===== src/rtl/bgbs_pkg.sv =====
package bgbs_pkg;

   localparam int MAX_WIDTH   = 2048;
   localparam int ADDR_W      = $clog2(MAX_WIDTH);
   localparam int MAX_WINDOW  = 32;
   localparam int SLOT_W      = $clog2(MAX_WINDOW);
   localparam int HEIGHT_MAX  = 2048;
   localparam int DIM_W       = 12;
   localparam int WIN_W       = 6;
   localparam int CNT_W       = 11;
   localparam int TOTAL_W     = 32;
   localparam int MEAN_W      = 27;
   localparam int FRAC_BITS   = 16;
   localparam int NUMER_W     = TOTAL_W + FRAC_BITS + 1;
   localparam int DENOM_W     = 23;
   localparam int MEM_W       = MAX_WINDOW + CNT_W;

   localparam logic [1:0] CSR_GRID_HEIGHT = 2'd0;
   localparam logic [1:0] CSR_GRID_WIDTH  = 2'd1;
   localparam logic [1:0] CSR_WINDOW_SIZE = 2'd2;

   typedef enum logic [3:0] {
      ST_CLEAR,
      ST_IDLE,
      ST_MOD,
      ST_READ,
      ST_CALC,
      ST_MUL,
      ST_DSTART,
      ST_DIV,
      ST_LOAD,
      ST_OUT
   } state_type;

   typedef struct packed {
      logic clear_step;
      logic load;
      logic mod_step;
      logic mem_read;
      logic update;
      logic mul;
      logic div_start;
      logic mean_load;
   } cmd_type;

   typedef struct packed {
      logic clear_last;
      logic mod_last;
      logic mean_needed;
      logic div_done;
   } status_type;

endpackage


===== src/rtl/bgbs_ctrl.sv =====
module bgbs_ctrl
   import bgbs_pkg::*;
(
   input  logic        clock,
   input  logic        reset,
   input  logic        req_valid,
   output logic        req_ready,
   output logic        rsp_valid,
   input  logic        rsp_ready,
   input  status_type  status,
   output cmd_type     cmd
);

   state_type state_ff, state_in;

   always_ff @(posedge clock) begin
      if (reset)
         state_ff <= ST_CLEAR;
      else
         state_ff <= state_in;
   end

   always_comb begin
      state_in  = state_ff;
      cmd       = '0;
      req_ready = 1'b0;
      rsp_valid = 1'b0;
      case (state_ff)
         ST_CLEAR: begin
            cmd.clear_step = 1'b1;
            if (status.clear_last)
               state_in = ST_IDLE;
         end
         ST_IDLE: begin
            req_ready = 1'b1;
            if (req_valid) begin
               cmd.load = 1'b1;
               state_in = ST_MOD;
            end
         end
         ST_MOD: begin
            cmd.mod_step = 1'b1;
            if (status.mod_last)
               state_in = ST_READ;
         end
         ST_READ: begin
            cmd.mem_read = 1'b1;
            state_in     = ST_CALC;
         end
         ST_CALC: begin
            cmd.update = 1'b1;
            state_in   = ST_MUL;
         end
         ST_MUL: begin
            if (status.mean_needed) begin
               cmd.mul  = 1'b1;
               state_in = ST_DSTART;
            end else begin
               state_in = ST_OUT;
            end
         end
         ST_DSTART: begin
            cmd.div_start = 1'b1;
            state_in      = ST_DIV;
         end
         ST_DIV: begin
            if (status.div_done)
               state_in = ST_LOAD;
         end
         ST_LOAD: begin
            cmd.mean_load = 1'b1;
            state_in      = ST_OUT;
         end
         ST_OUT: begin
            rsp_valid = 1'b1;
            if (rsp_ready)
               state_in = ST_IDLE;
         end
         default: state_in = ST_IDLE;
      endcase
   end

endmodule


===== config.mk =====
export PLATFORM = sky130hd
export DESIGN_NAME = bgbs_ctrl
export DESIGN_NICKNAME = d
export VERILOG_FILES = /design/src/rtl/bgbs_pkg.sv /design/src/rtl/bgbs_ctrl.sv
export SDC_FILE = /design/constraint.sdc
export NUM_CORES = 1
export LEC_CHECK = 0
export ABC_AREA = 1
export BUFFER_PORTS_ARGS = -buffer_cell sky130_fd_sc_hd__buf_4
export CAP_MARGIN = 20
export CORE_AREA = 2 2 39 41
export CTS_CLUSTER_SIZE = 30
export DETAILED_ROUTE_END_ITERATION = 6
export DIE_AREA = 0 0 41 43
export PLACE_DENSITY = 0.67
export SYNTH_ARGS = -nofsm -noshare
export SYNTH_HDL_FRONTEND = slang
export SYNTH_SLANG_ARGS = --single-unit
export TNS_END_PERCENT = 20

===== constraint.sdc =====
create_clock -name clock -period 1.9 [get_ports clock]
set_clock_uncertainty 0.2 [all_clocks]
set_input_delay 0.38 -clock clock [delete_from_list [all_inputs] [get_ports clock]]
set_output_delay 0.38 -clock clock [all_outputs]
set_load 0.01 [all_outputs]

==> flow_metrics.env <==
export IMPL_cts_sinks=4
export IMPL_hold_violations=0
export IMPL_post_synth_top_area_fraction_pct=19.75
export IMPL_top_regs="state_ff (4)"
export IMPL_swShare_pct=50.29
export IMPL_rrSetupSlack_ns=0.43
export IMPL_crit_arrival_ns=1.25
export IMPL_synth_warnings=0
export IMPL_synth_nets=77
export IMPL_crit_fanout=5
export IMPL_post_route_period_util_pct=96.40
export IMPL_grt_overflow=0
export IMPL_p_leak_uw=0.0003206
export IMPL_critPathMaxStageDelay_ns=0.36
export IMPL_reg2reg_from="state_ff[1]$_SDFFE_PP0P_"
export IMPL_portBuffers=17
export IMPL_slowest_stage="dfxtp_1"
export IMPL_numCtsBuffers=3
export IMPL_synth_seq_area_share_pct=19.75
export IMPL_pin_count=18
export IMPL_hold_buffers=0
export IMPL_areaGrowthSynthToFinish_pct=42.90
export IMPL_critPathBufInv=2
export IMPL_cp_depth=4
export IMPL_synth_cell_types=18
export IMPL_tns_ns=0
export IMPL_root_buffer="clkbuf_4"
export IMPL_crit_type="flip-flop to primary output"
export IMPL_drc_errors=0
export IMPL_hold_start="reset"
export IMPL_largest_register_ffs=4
export IMPL_dieHeight_um=43
export IMPL_final_antenna_net_count=0
export IMPL_grt_pass1_vias=394
export IMPL_switchingPower_uw=413.8
export IMPL_dpl_instance_area_um2=553.0
export IMPL_clock_path_buffers=2
export IMPL_synth_area_per_cell_um2=5.875
export IMPL_netlist_instances=69
export IMPL_path_clk_slew_ns=0.03
export IMPL_met3_usage_pct=1.571
export IMPL_crit_start="state_ff[3]$_SDFFE_PP0P_"
export IMPL_cellInternalPower_uw=409.1
export IMPL_synth_area_leaders="dfxtp_1 20%, nor2_1 13%, inv_1 11%, nand2_1 10%, nor2_4 8.3%"
export IMPL_slew_violations=0
export IMPL_wl_per_cell_um=8.762
export IMPL_rows=14
export IMPL_max_vdd_ir_drop_mv=0.6643
export IMPL_grt_max_degree=8
export IMPL_cts_tree="done"
export IMPL_fin_util_pct=41.86
export IMPL_vias=453
export IMPL_period_needed_ns=1.832
export IMPL_post_cts_buffers=0
export IMPL_die_w_um=41
export IMPL_drt_wl_total_um=920
export IMPL_worst_pin_slew_ns=0.2690
export IMPL_layout_drive_gt1_share_pct=41.57
export IMPL_insertion_delay_ns=0.24
export IMPL_rsz0062_at_grt="no"
export IMPL_top_register="state_ff"
export IMPL_cp_start_kind="flip-flop"
export IMPL_ys_ff_latch=4
export IMPL_met2_usage_pct=16.88
export IMPL_htree_levels=1
export IMPL_r2r_end="state_ff[3]$_SDFFE_PP0P_"
export IMPL_grt_pass1_wl_mm=1.476
export IMPL_num_antenna_cells=0
export IMPL_p_seq_share_pct=21.3
export IMPL_ff2ff_path_depth=9
export IMPL_final_nets=99
export IMPL_power_density_nw_per_um2=1421
export IMPL_antenna_found_initial=0
export IMPL_first_pass_iters=4
export IMPL_grtUsageMet1_pct=17.04
export IMPL_finish_instance_area_um2=579.3
export IMPL_crit_chain="nor2_2 > inv_2 > nor3_1 > buf_4"
export IMPL_crit_path_end_kind="primary output"
export IMPL_grt_usage_pct=12.55
export IMPL_viasPerCell=4.314
export IMPL_max_slew_margin_pct=82.04
export IMPL_fp_dieArea_um2=1763
export IMPL_power_share_clock_pct=13.2
export IMPL_pwr_share_comb_pct=65.4
export IMPL_worstPathRequired_ns=1.32
export IMPL_setup_viol=0
export IMPL_grt_busiest_layer="met1"
export IMPL_drv_cap=0
export IMPL_hp_class="input port to flip-flop"
export IMPL_critPathTopFamily="simple AND/OR/NAND/NOR gates"
export IMPL_hpwlAfterDp_um=784.2
export IMPL_status="finished, final reports clean"
export IMPL_fp_coreArea_um2=1384
export IMPL_yosysTopAreaCell="dfxtp_1"
export IMPL_cp_endpoint="cmd[6]"
export IMPL_synth_cell_area_um2=405.4
export IMPL_timing_fmax_mhz=546.0
export IMPL_gp_congestion=0.7753
export IMPL_dr_first_iter_drc_count=10
export IMPL_start_util_pct=29.29
Yosys cell counts (all sizes together):
| cell | count |
|---|---|
| nor3 | 4 |
| nand3 | 4 |
| nand4 | 1 |
| inv | 16 |
| nor2 | 20 |
| nand3b | 1 |
| nand2 | 14 |
| o211ai | 2 |
| dfxtp | 4 |
| o21a | 1 |
| o21ai | 2 |
placed cells by master (no fill, tap or decap):
cell / n
nand3_1: 4
o211ai_1: 2
dfxtp_1: 3
o21ai_0: 1
nor2_2: 4
nor3_1: 3
nor2_1: 13
nand2_4: 1
o21ai_2: 1
nand2_1: 11
o21a_1: 1
nand2_2: 2
nand3b_1: 1
nor2_4: 3
clkbuf_4: 3
nor3_2: 1
inv_2: 4
dfxtp_2: 1
inv_1: 12
nand4_1: 1
buf_4: 17
worst register-to-register path: stages, from the launching register on:
cell and delay, ns:
dfxtp_1 0.46, inv_2 0.09, nor2_1 0.13, nand3_1 0.09, nand2_1 0.11, nor2_2 0.06
nand2_4 0.07, nand2_1 0.05, nand2_1 0.05, nor2_1 0.03
per-stage QoR:
stage	std cells	hold WS [ns]	worst slack, ns	power, µW
floorplan	69	0.2524	0.4081	543.4
global placement	102	0.3657	0.3419	711.6
detailed placement	102	0.3631	0.2989	710.4
CTS	105	0.1135	0.03274	825.4
global route	105	0.1230	0.01698	903.8
finish	105	0.1195	0.06835	823.0
cells by family after synthesis:
| family | Yosys count | share of synthesized area (%) |
|---|---|---|
| flops | 4 | 19.75 |
| compound gates | 5 | 8.949 |
| simple gates | 44 | 56.48 |
| buf+inv | 16 | 14.81 |
timing repair:
action,CTS,global route
endpoints found under the hold margin,0,0
endpoints found under the setup margin,0,3
resized for setup,0,2
metal layers:
metal / wire length (µm) / up-vias / part of all wire (%)
li1: - / 250 / -
met1: 429 / 187 / 47
met2: 412 / 14 / 45
met3: 56 / 2 / 6.1
met4: 21 / 0 / 2.3
met5: 0 / - / 0
worst min-delay path by stage:
stage / slack (ns) / cells past startpoint / end
5_1_grt: 0.12 / 2 / state_ff[2]$_SDFFE_PP0P_
6_report: 0.12 / 2 / state_ff[2]$_SDFFE_PP0P_
3_5_place_dp: 0.36 / 2 / state_ff[2]$_SDFFE_PP0P_
4_1_cts: 0.11 / 2 / state_ff[2]$_SDFFE_PP0P_
2_1_floorplan: 0.25 / 1 / state_ff[2]$_SDFFE_PP0P_
3_3_place_gp: 0.37 / 2 / state_ff[2]$_SDFFE_PP0P_
power by group through the flow:
stage          logic [µW]  clock network [µW]  registers (µW)
6_report              538                 109             176
5_1_grt               606                 116             182
4_1_cts               542                 114             169
3_5_place_dp          539                   0             171
3_3_place_gp          542                   0             169
2_1_floorplan         380                   0             164
final cells by class:
cell class,instances,area [µm²]
Fill cell,153,804.5
Multi-Input combinational cell,49,267.8
Timing Repair Buffer,17,127.6
Sequential cell,4,81.33
Inverter,16,60.06
Clock buffer,3,22.52
Tap cell,16,20.02
Power figures use the tool's default switching activity.
